[src/hw/rtl/pbaa_pkg.sv]
package pbaa_pkg;

	// Field and position widths fixed by the interface
	localparam int unsigned DATA_W   = 64;
	localparam int unsigned INDEX_W  = 16;
	localparam int unsigned EBITS_W  = 7;
	localparam int unsigned OFF_W    = 6;
	// bit position of an element: index * width, plus one bit of headroom for the end
	localparam int unsigned POS_W    = INDEX_W + EBITS_W;
	// word number taken from a bit position
	localparam int unsigned WORD_W   = POS_W - OFF_W;
	// element width after reset
	localparam logic [EBITS_W-1:0] EBITS_RESET = EBITS_W'(8);
	// command queue between front and back
	localparam int unsigned QUEUE_DEPTH = 2;

	typedef enum logic {
		OP_READ  = 1'b0,
		OP_WRITE = 1'b1
	} op_t;

	// one classified request, ready for the back end
	typedef struct packed {
		op_t                op;
		logic               oor;
		logic               spans;
		logic [OFF_W-1:0]   off;
		logic [WORD_W-1:0]  word;
		logic [DATA_W-1:0]  mask;
		logic [DATA_W-1:0]  value;
	} pbaa_cmd_t;

endpackage

[src/hw/rtl/pbaa_front.sv]
module pbaa_front #(
	parameter int unsigned STORE_WORDS = 1024
) (
	input  logic                          clk,
	input  logic                          arst_n,
	input  logic                          cfg_write_en,
	input  logic [pbaa_pkg::EBITS_W-1:0]  cfg_write_data,
	input  logic                          in_valid,
	output logic                          in_stall,
	input  logic                          operation,
	input  logic [pbaa_pkg::INDEX_W-1:0]  element_index,
	input  logic [pbaa_pkg::DATA_W-1:0]   write_value,
	input  logic                          q_full,
	input  logic                          clearing,
	output logic                          q_push,
	output pbaa_pkg::pbaa_cmd_t           q_cmd
);
	import pbaa_pkg::*;

	// total store size in bits
	localparam logic [POS_W:0] LIMIT = (POS_W + 1)'(STORE_WORDS * DATA_W);

	logic [EBITS_W-1:0] element_bits_q;
	logic [EBITS_W-1:0] width;
	logic [DATA_W-1:0]  mask;
	logic [POS_W-1:0]   start_pos;
	logic [POS_W:0]     end_pos;
	logic [EBITS_W-1:0] off_plus_w;

	// width register
	always_ff @(posedge clk or negedge arst_n) begin
		if (!arst_n) begin
			element_bits_q <= EBITS_RESET;
		end else if (cfg_write_en) begin
			element_bits_q <= cfg_write_data;
		end
	end

	// effective width: zero reads as one, above 64 as 64
	always_comb begin
		if (element_bits_q == '0) begin
			width = EBITS_W'(1);
		end else if (element_bits_q > EBITS_W'(DATA_W)) begin
			width = EBITS_W'(DATA_W);
		end else begin
			width = element_bits_q;
		end
	end

	assign mask = width[OFF_W] ? '1 : ((DATA_W'(1) << width[OFF_W-1:0]) - DATA_W'(1));

	// element placement and range check
	assign start_pos  = POS_W'(element_index) * POS_W'(width);
	assign end_pos    = (POS_W + 1)'(start_pos) + (POS_W + 1)'(width);
	assign off_plus_w = EBITS_W'(start_pos[OFF_W-1:0]) + width;

	assign in_stall = q_full | clearing;
	assign q_push   = in_valid & ~in_stall;

	always_comb begin
		q_cmd.op    = op_t'(operation);
		q_cmd.oor   = end_pos > LIMIT;
		q_cmd.spans = off_plus_w > EBITS_W'(DATA_W);
		q_cmd.off   = start_pos[OFF_W-1:0];
		q_cmd.word  = start_pos[POS_W-1:OFF_W];
		q_cmd.mask  = mask;
		q_cmd.value = write_value & mask;
	end

endmodule

[config.mk]
export PLATFORM = sky130hd
export DESIGN_NAME = pbaa_front
export DESIGN_NICKNAME = d
export VERILOG_FILES = /design/src/hw/rtl/pbaa_pkg.sv /design/src/hw/rtl/pbaa_front.sv
export SDC_FILE = /design/constraint.sdc
export NUM_CORES = 1
export LEC_CHECK = 0
export ABC_AREA = 0
export BUFFER_PORTS_ARGS = -buffer_cell sky130_fd_sc_hd__buf_2
export CAP_MARGIN = 15
export CORE_MARGIN = 2
export CORE_UTILIZATION = 56
export DETAILED_ROUTE_END_ITERATION = 12
export GPL_TIMING_DRIVEN = 0
export MAX_ROUTING_LAYER = met4
export PLACE_DENSITY_LB_ADDON = 0.05
export SLEW_MARGIN = 20
export SYNTH_ARGS = -nofsm -noshare
export SYNTH_HDL_FRONTEND = slang
export SYNTH_SLANG_ARGS = --single-unit
[constraint.sdc]
create_clock -name clk -period 15.1 [get_ports clk]
set_clock_uncertainty 0.1 [all_clocks]
set_input_delay 3.02 -clock clk [delete_from_list [all_inputs] [get_ports clk]]
set_output_delay 3.02 -clock clk [all_outputs]
set_load 0.02 [all_outputs]
==> results.md <==
* Starting Density at between 50% and 60%
* Worst-Margin Slew at 0.8323 ns
* Met2 wire len at between 9000 and 10000 um
* Crit path from: element_index[2]
* GP Congestion at roughly 1.0
* Top layer used by detailed routing: met4
* CP bufs+invs at 6
* Final setup viols at 0
* Initial DRT Pass Iterations at 5
* Largest family of logic cells by synthesized area: simple AND/OR/NAND/NOR gates
* Most common cell in the netlist: nand2_1
* Synth Flop Type: dfrtp_1
* Core area at ~11000 sq um
* Top post-synthesis cells by area: fa_1 22%, and2_1 12%, ha_1 9.3%
* Top reg by flops: element_bits_q
* CP cell instances: buf_2 > nand2_1 > fa_1 > inv_1 > ha_1 > inv_1 > fa_1 > fa_1 > inv_1 > ha_1 > xnor2_1 > ha_1 > inv_1 > o21bai_1 > a31o_1 > a21o_1 > or3_1 > a21oi_1 > o21ai_1 > o21ai_1 > nand4b_1 > buf_2
* Layout Nets at around 1300
* Leading cell types by count after synthesis: 125 x nand2_1, 123 x and2_1, 76 x inv_1
* First-pass GRT wire length at 32830 um
* Dominant cell type by area after synthesis: fa_1
* Post-synth EDFFs at 0
* Yosys cell types at between 80 and 90
* Io pins at between 200 and 300
* CTS tree: yes
* Maximum clock path buffer count at 2
* Total GRT Usage at about a third
* Crit path top cell by count: inv_1
* Biggest regs: element_bits_q x7
* Routed via count at between 7000 and 8000
* Aggregate global routing overflow at 0
* Diode count at 0
* Max Cap Violations at 0
* Routed WL per cell at between 15 and 20 um
* Synth warnings at 0
* CTS root buffer: clkbuf_16
* Final period util at between 70% and 80%
* Die footprint at ~12000 sq um
* Critical path arrival at between 8 and 9 ns
* Multiplexer share of the synthesized area at roughly 1.3%
* Share of cells above drive strength 1 at roughly 28%
* RSZ-0062 raised after global routing: no
* Outcome: finished, final reports clean
* Syn_nets at about 1100
* Pin count of the biggest net entering global routing at 11
* Post-synth top area share at ~22%
* R2r startpoint: element_bits_q[3]
* Sink Count at 7
* Clk_lat worst skew at roughly 0.23 ns
* DR DRC count at 0
* HPWL Detailed at about 17000 um
* Area grow syn2layout at 23.10%
* Die Y at ~110 um
* Xor-xnor portion of the synthesized cell area at under 10%
* Largest register FFs at 7
* H-tree depth at 1
* VDD IR max at 0.1412 mV
* Final Hold Vio Count at 0
* Delay of the slowest cell on the worst path at about 0.56 ns
* CTS Hold Bufs at 0
* WL met3 at 1631 um
* Worst Hold Class: reg2reg
* Simple-gate share of the synthesized area at approximately 34%
* Initial antenna violation count at 0
* Cts bufs inserted at 3
* Post-CTS Setup Bufs at 0
* DR iter-0 viols at ~570
* Register area share after synthesis at 2.746%
* HP Start: element_bits_q[0]
* Pins over their slew limit at 0
* Total power at roughly 1.1 mW
* Number of buffer cells added on primary ports at ~250
* Clock period minus worst slack at 11.16 ns
* Pwr dens at 136.0 nW/um^2
* Number of global-route vias before repair at 6776
* Synth Area in Compound Gates at between 15 and 20%
* Reg clk slew, reported paths at roughly 0.04 ns
* Synthesized flop and latch total at 7
* Critical path startpoint category: input port
* Leakage at around 4 nW
* DRT met1 WL at ~9300 um
* # rows at 39
* Adder-cell area share of the yosys netlist at between 30% and 40%
* Fmax at 89.59 MHz
* Die width at ~110 um
* Syn Area/Cell at 7.487 sq um
* Slowest-stage cell, CP: fa_1
* CP Capture Type: primary output
* # fillers at 1011
* Setup CP Type: in2out
* Synth Instances at roughly 860
* Setup TNS at 0 ns
* Crit path max-delay family: adder cells
* Post_cts resized at 0
* Drt total wl at 20170 um
* Relative max-transition margin at around 44%
* Post-DRT Antenna Nets at 0
* Crit Path Max Fanout at 7
* Syn Std Cell Area at about 6400 sq um
* Worst EP required at roughly 12 ns
* Ys async rst share at 100.0%
* Vias per inst at approximately 5.7
kinds of logic after synthesis:
family / Yosys count
AND/OR/NAND/NOR: 404
flip-flops: 7
adder cells (fa/ha/maj): 118
other: 1
buffers and inverters: 128
multiplexers: 8
XOR/XNOR: 33
AO/OA/AOI/OAI: 159
metrics by stage:
step	hold WS, ns	cell area, sq um	worst slack (ns)	std cells	utilization (%)
floorplan	0.5221	6424	4.305	858	-
global placement	0.6303	7829	4.042	1246	69.15
detailed placement	0.7070	7829	4.004	1246	69.15
CTS	0.7139	7908	3.988	1250	69.85
global route	0.7686	7908	3.611	1250	69.85
finish	0.7229	7908	3.938	1250	69.85
layout by cell type (no fill, tap or decap), types with 4 or more instances in the layout:
cell type / synthesis / final
a31oi_1: 5 / 5
ha_1: 48 / 48
buf_2: 9 / 254
clkbuf_1: 35 / 36
or2_2: 6 / 6
and3_1: 18 / 18
o21bai_1: 4 / 4
o21ai_1: 13 / 13
nand2b_1: 11 / 11
xor2_1: 9 / 9
mux2i_1: 4 / 4
nand3_1: 19 / 19
nand4_1: 7 / 7
and2_1: 123 / 123
xnor2_1: 23 / 23
fa_1: 70 / 70
o21ai_0: 26 / 26
nor2_1: 32 / 32
inv_1: 76 / 76
o31ai_1: 4 / 4
a21oi_1: 39 / 39
nor2b_1: 13 / 13
o21ai_2: 4 / 4
mux2_2: 4 / 4
nand2_1: 125 / 125
o211ai_1: 8 / 8
a221o_1: 7 / 7
nor3_1: 17 / 17
dfrtp_1: 6 / 6
buf_6: 4 / 4
a21o_1: 12 / 12
power by group:
group | total (mW) | switching [mW] | internal (mW)
clock network | 0.0460 | 0.0108 | 0.0352
registers | 0.0237 | 0.00285 | 0.0209
logic | 1.01 | 0.627 | 0.378
total | 1.08 | 0.641 | 0.434
per-layer routing:
metal  vias to the layer above  track usage, %
li1                       3352               -
met1                      3394           49.04
met2                       330           50.51
met3                        22           1.750
met4                         0           5.267
met5                         -               -
worst reg2reg max path: cells and delay by family, from the launching register on:
kind / cells / cell delay [ns]
buffers and inverters: 3 / 1.16
DFF: 1 / 0.57
muxes: 1 / 0.27
final timing paths:
| kind | end | slack, ns | cells after the start |
|---|---|---|---|
| setup / recovery | q_cmd[152] | 3.94 | 22 |
| hold / removal | element_bits_q[0] | 0.72 | 2 |
| setup reg to reg | element_bits_q[3] | 12.94 | 4 |
| hold reg to reg | element_bits_q[0] | 0.72 | 2 |
| max in group asynchronous | element_bits_q[3] | 12.16 | 1 |
| min in group asynchronous | element_bits_q[2] | 2.51 | 1 |
layout make-up:
cell class	instances	area, sq um	area share [%]
sequential	7	176.4	2.231
inverter	77	291.5	3.687
tap	143	178.9	2.263
multi-input combinational	723	5715	72.28
timing repair buffer	245	1226	15.51
buffer	51	240.2	3.038
clock buffer	4	78.83	0.9968
Power figures use the tool's default switching activity.
