$ cat config.mk
export PLATFORM = sky130hd
export DESIGN_NAME = pbaa_queue
export DESIGN_NICKNAME = d
export VERILOG_FILES = /design/src/hw/rtl/pbaa_pkg.sv /design/src/hw/rtl/pbaa_queue.sv
export SDC_FILE = /design/constraint.sdc
export NUM_CORES = 1
export LEC_CHECK = 0
export BUFFER_PORTS_ARGS = -buffer_cell sky130_fd_sc_hd__buf_4
export CAP_MARGIN = 20
export CORE_ASPECT_RATIO = 0.5
export CORE_UTILIZATION = 35
export CTS_BUF_LIST = sky130_fd_sc_hd__clkbuf_4 sky130_fd_sc_hd__clkbuf_8
export DETAILED_ROUTE_END_ITERATION = 6
export MAX_ROUTING_LAYER = met4
export PLACE_DENSITY = 0.66
export SLEW_MARGIN = 20
export SYNTH_ARGS = -nofsm -noshare
export SYNTH_HDL_FRONTEND = slang
export SYNTH_SLANG_ARGS = --single-unit
$ cat constraint.sdc
create_clock -name clk -period 16.4 [get_ports clk]
set_input_delay 2.46 -clock clk [delete_from_list [all_inputs] [get_ports clk]]
set_output_delay 2.46 -clock clk [all_outputs]
set_load 0.05 [all_outputs]
$ cat src/hw/rtl/pbaa_pkg.sv
package pbaa_pkg;

	// Field and position widths fixed by the interface
	localparam int unsigned DATA_W   = 64;
	localparam int unsigned INDEX_W  = 16;
	localparam int unsigned EBITS_W  = 7;
	localparam int unsigned OFF_W    = 6;
	// bit position of an element: index * width, plus one bit of headroom for the end
	localparam int unsigned POS_W    = INDEX_W + EBITS_W;
	// word number taken from a bit position
	localparam int unsigned WORD_W   = POS_W - OFF_W;
	// element width after reset
	localparam logic [EBITS_W-1:0] EBITS_RESET = EBITS_W'(8);
	// command queue between front and back
	localparam int unsigned QUEUE_DEPTH = 2;

	typedef enum logic {
		OP_READ  = 1'b0,
		OP_WRITE = 1'b1
	} op_t;

	// one classified request, ready for the back end
	typedef struct packed {
		op_t                op;
		logic               oor;
		logic               spans;
		logic [OFF_W-1:0]   off;
		logic [WORD_W-1:0]  word;
		logic [DATA_W-1:0]  mask;
		logic [DATA_W-1:0]  value;
	} pbaa_cmd_t;

endpackage

$ cat src/hw/rtl/pbaa_queue.sv
module pbaa_queue (
	input  logic                 clk,
	input  logic                 arst_n,
	input  logic                 push,
	input  pbaa_pkg::pbaa_cmd_t  push_cmd,
	output logic                 full,
	input  logic                 pop,
	output logic                 head_valid,
	output pbaa_pkg::pbaa_cmd_t  head_cmd
);
	import pbaa_pkg::*;

	localparam int unsigned PTR_W = $clog2(QUEUE_DEPTH);

	pbaa_cmd_t              slot_q [QUEUE_DEPTH];
	logic [PTR_W-1:0]       wr_ptr_q;
	logic [PTR_W-1:0]       rd_ptr_q;
	logic [PTR_W:0]         count_q;

	assign full       = count_q == (PTR_W + 1)'(QUEUE_DEPTH);
	assign head_valid = count_q != '0;
	assign head_cmd   = slot_q[rd_ptr_q];

	// storage
	always_ff @(posedge clk) begin
		if (push) begin
			slot_q[wr_ptr_q] <= push_cmd;
		end
	end

	// pointers and fill level
	always_ff @(posedge clk or negedge arst_n) begin
		if (!arst_n) begin
			wr_ptr_q <= '0;
			rd_ptr_q <= '0;
			count_q  <= '0;
		end else begin
			if (push) begin
				wr_ptr_q <= (wr_ptr_q == PTR_W'(QUEUE_DEPTH - 1)) ? '0 : wr_ptr_q + PTR_W'(1);
			end
			if (pop) begin
				rd_ptr_q <= (rd_ptr_q == PTR_W'(QUEUE_DEPTH - 1)) ? '0 : rd_ptr_q + PTR_W'(1);
			end
			if (push && !pop) begin
				count_q <= count_q + (PTR_W + 1)'(1);
			end else if (pop && !push) begin
				count_q <= count_q - (PTR_W + 1)'(1);
			end
		end
	end

endmodule

==> results.toml, run 1 <==
[global_routing]
grt_pass1_wl_mm = 35.3
grt_max_degree = 81
grt_pass1_vias = 6109
overflow = 0
grt_usage_pct = 14.6
grt_antenna_before_repair = 2

[power_and_ir_drop]
clockPowerShare_pct = 21.5
comb_power_share_pct = 41.5
intPower_mw = 1.84
sw_frac_of_total_pct = 39.9
power_density_nw_per_um2 = 202
p_sw_mw = 1.22
ir_worst_vdd_v = 0.0000848
leakage_nw = 5.62
seq_power_share_pct = 37.0

[synth]
netlist_instances = 495
netlist_area_um2 = 11400
ys_top_cells_by_area = "edfxtp_1 (81%), mux2_2 (15%), clkbuf_8 (1.2%)"
avgSynthCellArea_um2 = 23.0
synthArstFlopShare_pct = 1.28
synth_seq_cells = 312
yosysWarnings = 0
ys_seq_area_share_pct = 82.1
yosysTopAreaCell = "edfxtp_1"
synthDominantCellAreaShare_pct = 81.2
syn_nets = 654
yosys.cell_types.count = 13
synth-main-ff-cell = "edfxtp_1"
synth_most_common_cell = "edfxtp_1"
synth_edf_count = 308
synth_commonest_cells = "edfxtp_1 (308), mux2_2 (154), clkbuf_8 (10)"

[finish]
nets = 1004
multi_input_area_um2 = 1830
utilization_pct = 47.5
num-fill-cells = 2718
syn2layout_area_growth_pct = 32.7
drive_gt1_share_pct = 62.3
layout.area.seq_um2 = 9350

[timing]
fin_crit_sh_pct = 34.3
fin_worst_skew_ns = 0.0128
hold_viol = 0
finalSetupViolCount = 0
layout_min_cycle_time_ns = 5.62
fmax_mhz = 178
rsz0062_at_grt = "false"
finalMaxSlewViolations = 0
setup-tns-final_ns = 0
worstMarginPinSlew_ns = 1.07
slew_headroom_pct = 28.4

[critical_path]
r2r_cells = 3
cp_data_arrival_time_ns = 3.16
worstSetupPathType = "flop to output port"
r2r-start = "wr_ptr_q"
r2r_slack_ns = 13.95
cp.required_ns = 13.94
worstPathMaxFanout = 80
critPathLaunchType = "flop"
critPathLaunch = "rd_ptr_q"
setup.worst_path.end_class = "output port"

[worst_hold_path]
hold_class = "flop to flop"
hold_start = "count_q[1]"
hold_depth = 1

[floorplanning]
die_w_um = 257
start_util_pct = 35.8
io-pin-count = 314
die_area_um2 = 33300
die_h_um = 130
core.rowCount = 46
coreArea_um2 = 31800

[clock_tree]
post_cts.repair.setup_buffers = 0
cts_resized = 0
cts_root_buffer = "clkbuf_8"
htreeDepth = 2
worstSkewPairLatency_ns = 0.56
path_clk_slew_ns = 0.06
cts_sinks = 312
cts.path.max_buffers = 3
numCtsBuffers = 47
cts_tree = "yes"
hold_buffers = 0

[route]
drcViolationCount = 0
drt_first_pass_iters = 4
routedWlPerCell_um = 19.1
drtIter0Drc = 293
postRouteAntennaNets = 0
dr_total_vias = 5823
wl_mm = 25.0
vias_per_cell = 4.43

[place]
place.gp.congestion = 0.758
portBuffers = 313
place_hpwl_mm = 16.4

[run]
drv_cap = 0

[run_status]
outcome = "finished clean"
[sequential cells by signal, summed over array words and instances, names as in the netlist]
signal    flops
slot_q      308
wr_ptr_q      1
rd_ptr_q      1
count_q       2
[layout by cell type (no fill, tap or decap), types with 3 or more instances in the layout]
cell and n:
buf_4 314, edfxtp_1 308, mux2_2 154, clkbuf_8 51, clkbuf_4 15, clkinv_1 11
xor2_1 4, clkinvlp_4 3, bufinv_16 3, dfrtp_1 3, buf_6 3
[layout make-up]
class                   count  share of cell area [%]
diodes                      2                  0.0331
clock inverters            17                    1.02
flip-flops and latches    312                    61.9
repair buffers            318                    16.0
inverters                   1                  0.0248
clock buffers              66                    5.39
multi-input cells         165                    12.1
well taps                 432                    3.58
[worst max-delay path, cell delays in order, from the launching register on]
cell     delay [ns]
dfrtp_4        1.12
buf_6          0.69
mux2_2         0.44
buf_4          0.20
[kinds of logic (layout without fill, tap and decap cells)]
family / count (synthesis) / in the layout / share of synthesized area (%)
flip-flops: 312 / 312 / 82.1
multiplexers: 154 / 154 / 15.2
buffers and inverters: 18 / 402 / 1.93
XOR/XNOR: 5 / 5 / 0.385
AND/OR/NAND/NOR: 5 / 5 / 0.253
adder cells (fa/ha/maj): 1 / 1 / 0.110
other: 0 / 2 / 0
[final timing paths]
kind,end
worst max-delay path,head_cmd[66]
worst max register to register,slot_q[1][43]
worst min-delay path,count_q[1]
worst min register to register,count_q[1]
min in group asynchronous,rd_ptr_q
max in group asynchronous,rd_ptr_q
[layer usage]
layer	global-route usage (%)	share of wire, %	up-vias
met1	15.2	36	2989
met4	6.13	2.6	0
li1	-	-	2680
met2	27.5	58	105
met3	2.66	3.4	49
met5	-	0	-
[power groups by stage]
| stage | registers (mW) | clock network [mW] | logic, mW |
|---|---|---|---|
| after floorplan | 1.13 | 0 | 0.969 |
| after global placement | 1.14 | 0 | 1.27 |
| after detailed placement | 1.15 | 0 | 1.28 |
| after CTS | 1.13 | 0.682 | 1.28 |
| after global routing | 1.15 | 0.716 | 1.31 |
| final | 1.13 | 0.658 | 1.27 |
[metrics by stage]
step                hold WS (ns)  instance area, um^2  setup WS [ns]  cells  power [mW]
finish                     0.486                15100          10.78   1313        3.06
global route               0.525                15100          10.60   1313        3.17
CTS                        0.483                15100          10.43   1310        3.09
detailed placement         0.477                14100          11.06   1227        2.43
global placement           0.468                14100          11.10   1227        2.41
floorplan                  0.447                11400           6.59    495        2.10
No activity file was read; power rests on OpenSTA's default activity.
==> run 2: changes to the inputs <==
clock period = 5.9 ns   (was 16.4 ns; I/O delays follow)
==> run 2 against run 1 <==
  * Utilization is 0.24 points lower
  * Via count is 0.96% lower
  * Register-to-register slack lost 10 ns
  * Critical path type unchanged
  * Highest routed layer unchanged
  * Count of clock-buffer cells in the layout fell by 5
  * Hold slack got worse by 0.37 ns
  * Sequential power grew to 2.7 times the previous value
  * Clock power increased to 2.6 times the previous value
  * Routed wire length down 0.47%
  * Non-clock buffer count grew 1
  * Critical path depth unchanged
  * Sequential share of layout area rose by 0.31 points
  * Flip-flop and latch count unchanged
==> results.toml, run 2 (synthesis gave the netlist of run 1 again) <==
[finish]
layout_common_cells = "buf_4 (316), edfxtp_1 (308), mux2_2 (154)"
largest_registers = "slot_q: 308 flops, count_q: 2 flops"
nets = 1004
syn2layout_area_growth_pct = 32.0
utilization_pct = 47.2
mostFrequentLayoutCell = "buf_4"
largest_register_ffs = 308
drive_gt1_share_pct = 62.7
top_register = "slot_q"
num-fill-cells = 2698
n_antenna_cell = 0

[route]
met3WireLength_um = 746
routedWlPerCell_um = 19.1
wl_met2_mm = 14.4
drcViolationCount = 0
dr_total_vias = 5767
drt_first_pass_iters = 4
postRouteAntennaNets = 0
drtIter0Drc = 252
top_layer_used = "met4"
wl_mm = 24.9
wirelength_met1_mm = 9.03
vias_per_cell = 4.42

[power_and_ir_drop]
ir_worst_vdd_v = 0.000221
leakage_nw = 5.60
power_density_nw_per_um2 = 557
power_mw = 8.37

[critical_path]
cp_data_arrival_time_ns = 2.66
r2r-start = "wr_ptr_q"
r2r_slack_ns = 3.68
worstPathMaxFanout = 121
slowest_stage = "dfrtp_4"
r2r_cells = 3
worst-path-buf-inv = 2
critPathLaunchType = "flop"
critPathMaxStageDelay_ns = 0.75
critPathTopFamily = "flip-flops"
setup.worst_path.end_class = "output port"
r2r_end = "slot_q[1][149]"
cp.required_ns = 5.02
worstSetupPathType = "flop to output port"
path_cells = "buf_12 -> mux2_2 -> buf_4"

[global_routing]
grt_antenna_before_repair = 0
grt_pass1_wl_mm = 35.3
grt_usage_pct = 14.5
grt_max_degree = 122
overflow = 0
grt_pass1_vias = 6009

[floorplanning]
die_h_um = 130
core.rowCount = 46
die_w_um = 257
start_util_pct = 35.8
io-pin-count = 314
coreArea_um2 = 31800
die_area_um2 = 33300

[clock_tree]
cts.path.max_buffers = 3
post_cts.repair.setup_buffers = 0
cts_root_buffer = "clkbuf_8"
cts_sinks = 312
htreeDepth = 2
numCtsBuffers = 46
path_clk_slew_ns = 0.06
cts_resized = 0
worstSkewPairLatency_ns = 0.56
cts_tree = "yes"
hold_buffers = 0

[run]
drv_cap = 0

[timing]
layout_min_cycle_time_ns = 3.55
worstMarginPinSlew_ns = 0.970
finalSetupViolCount = 0
fin_crit_sh_pct = 60.2
setup-tns-final_ns = 0
finalMaxSlewViolations = 0
hold_viol = 0
slew_headroom_pct = 35.3
fin_worst_skew_ns = 0.0133
rsz0062_at_grt = "false"
fmax_mhz = 282

[place]
place_hpwl_mm = 16.5
portBuffers = 313
place.gp.congestion = 0.771

[run_status]
outcome = "finished clean"

[worst_hold_path]
hold_class = "input pin to async pin"
[run 2: power by group]
group | switching, mW | internal [mW] | total [mW]
combinational | 2.43 | 1.16 | 3.59
clock | 0.794 | 0.906 | 1.70
sequential | 0.142 | 2.94 | 3.08
total | 3.37 | 5.00 | 8.37
[run 2: area by class of cell]
cell class / instances / area [um^2] / area share (%)
Multi-Input combinational cell: 165 / 1830 / 12.2
Tap cell: 432 / 541 / 3.60
Sequential cell: 312 / 9350 / 62.2
Timing Repair Buffer: 319 / 2440 / 16.2
Inverter: 1 / 3.75 / 0.0250
Clock buffer: 61 / 746 / 4.96
Clock inverter: 14 / 123 / 0.816
[run 2: metrics by stage]
step | worst slack [ns] | hold slack [ns] | area (um^2) | std cells
after detailed placement | 2.95 | 0.487 | 14200 | 1229
final | 2.35 | 0.121 | 15000 | 1304
after CTS | 2.30 | 0.0604 | 15000 | 1304
after global placement | 2.90 | 0.471 | 14100 | 1228
after global routing | 2.22 | 0.0567 | 15000 | 1304
after floorplan | 0.564 | 0.447 | 11400 | 495
[run 2: per-layer routing]
| metal | up-vias | global-route usage [%] |
|---|---|---|
| met4 | 0 | 6.34 |
| li1 | 2669 | - |
| met3 | 53 | 2.70 |
| met2 | 117 | 27.2 |
| met5 | - | - |
| met1 | 2928 | 15.1 |
[run 2: worst max-delay path by stage]
| stage | startpoint | end | depth (start not counted) |
|---|---|---|---|
| final | rd_ptr_q | head_cmd[129] | 3 |
| after global routing | rd_ptr_q | head_cmd[129] | 3 |
| after CTS | rd_ptr_q | head_cmd[129] | 3 |
| after detailed placement | rd_ptr_q | head_cmd[129] | 3 |
| after global placement | push | slot_q[1][103] | 3 |
| after floorplan | push | slot_q[0][0] | 1 |
[run 2: worst register-to-register path: cells and delay by family, from the launching register on]
kind	cells	cell delay (ns)
buffers and inverters	2	0.90
flip-flops	1	0.43
AND/OR/NAND/NOR	1	0.50
==> run 3: changes to the inputs <==
clock period = 3.4 ns   (was 5.9 ns; I/O delays follow)
==> run 3 against run 2 <==
  * Count of clock-buffer cells in the layout is 1 lower
  * Clock skew is 0.011 ns higher
  * Die area did not move
  * Critical endpoint is now head_cmd[94]
==> results.toml, run 3 (synthesis gave the netlist of run 1 again) <==
[run_status]
outcome = "finished clean"

[place]
place.gp.congestion = 0.801
place_hpwl_mm = 16.9
portBuffers = 313

[finish]
nets = 1007
largest_register_ffs = 308
num-fill-cells = 2713
drive_gt1_share_pct = 62.2
largest_registers = "slot_q: 308 flops, count_q: 2 flops"
utilization_pct = 47.4
layout_common_cells = "buf_4 (317), edfxtp_1 (308), mux2_2 (154)"
top_register = "slot_q"
mostFrequentLayoutCell = "buf_4"
syn2layout_area_growth_pct = 32.6

[timing]
worstMarginPinSlew_ns = 0.866
hold_viol = 0
rsz0062_at_grt = "false"
fmax_mhz = 337
fin_crit_sh_pct = 87.2
fin_worst_skew_ns = 0.0238
finalMaxSlewViolations = 0
finalSetupViolCount = 0
setup-tns-final_ns = 0
layout_min_cycle_time_ns = 2.97
holdWs_ns = 0.112
slew_headroom_pct = 42.3

[floorplanning]
core.rowCount = 46
die_w_um = 257
die_h_um = 130
coreArea_um2 = 31800
die_area_um2 = 33300
io-pin-count = 314
start_util_pct = 35.8

[route]
wl_mm = 25.4
drcViolationCount = 0
vias_per_cell = 4.46
dr_total_vias = 5849
routedWlPerCell_um = 19.4
postRouteAntennaNets = 0
drtIter0Drc = 348
drt_first_pass_iters = 4

[power_and_ir_drop]
leakage_nw = 5.63
power_density_nw_per_um2 = 972
power_mw = 14.7
ir_worst_vdd_v = 0.000562

[critical_path]
worstPathMaxFanout = 49
setup.worst_path.end_class = "output port"
cp.required_ns = 2.89
critPathLaunchType = "flop"
worstSetupPathType = "flop to output port"
cp_data_arrival_time_ns = 2.46

[global_routing]
grt_pass1_vias = 6263
grt_antenna_before_repair = 1
grt_usage_pct = 14.9
grt_max_degree = 61
overflow = 0
grt_pass1_wl_mm = 36.1

[run]
drv_cap = 0

[clock_tree]
cts.path.max_buffers = 3
worstSkewPairLatency_ns = 0.58
cts_root_buffer = "clkbuf_8"
numCtsBuffers = 46
path_clk_slew_ns = 0.07
cts_tree = "yes"
cts_sinks = 312
post_cts.repair.setup_buffers = 0
htreeDepth = 2

[worst_hold_path]
hold_class = "input pin to flop"
run 3: timing repair:
item,in CTS,in global routing
hold buffers,1,0
hold endpoints to repair,4,0
resized for setup,0,0
setup endpoints to repair,0,0
run 3: power breakdown:
part	internal, mW	switching [mW]
Combinational	2.03	4.20
Clock	1.65	1.41
Sequential	5.10	0.284
Total	8.78	5.90
run 3: cell type report:
type,instances,area [um^2],area share (%)
Antenna cell,1,2.50,0.0166
Clock buffer,60,744,4.93
Clock inverter,19,159,1.05
Tap cell,432,541,3.58
Sequential cell,312,9350,61.9
Inverter,1,3.75,0.0249
Multi-Input combinational cell,165,1830,12.1
Timing Repair Buffer,322,2470,16.4
run 3: per-stage QoR:
step	instances	setup slack [ns]	instance area (um^2)
2_1_floorplan	495	0.146	11400
3_3_place_gp	1231	1.01	14200
3_5_place_dp	1231	1.00	14200
4_1_cts	1311	0.365	15100
5_1_grt	1312	0.289	15100
6_report	1312	0.434	15100
run 3: per-layer routing:
metal	up-vias	wire, um	global-route usage, %	share of wire [%]
li1	2688	-	-	-
met1	2978	9150	15.0	36
met2	113	14400	27.6	56
met3	70	771	2.74	3.0
met4	0	1170	8.44	4.6
met5	-	0	-	0
run 3: critical path, stage by stage (launching register included):
cell	delay, ns
dfrtp_4	0.88
buf_12	0.35
mux2_2	0.38
buf_4	0.19
run 3: worst paths after layout:
kind                                   start            end  slack (ns)  depth (start not counted)
worst max-delay path                rd_ptr_q   head_cmd[94]        0.43                          3
worst min-delay path            push_cmd[59]  slot_q[1][59]        0.11                          1
worst max register to register      wr_ptr_q  slot_q[1][83]        1.65                          2
worst min register to register    count_q[1]     count_q[1]        0.48                          1
max in group asynchronous             arst_n       rd_ptr_q        3.00                          2
min in group asynchronous             arst_n       rd_ptr_q        0.29                          2
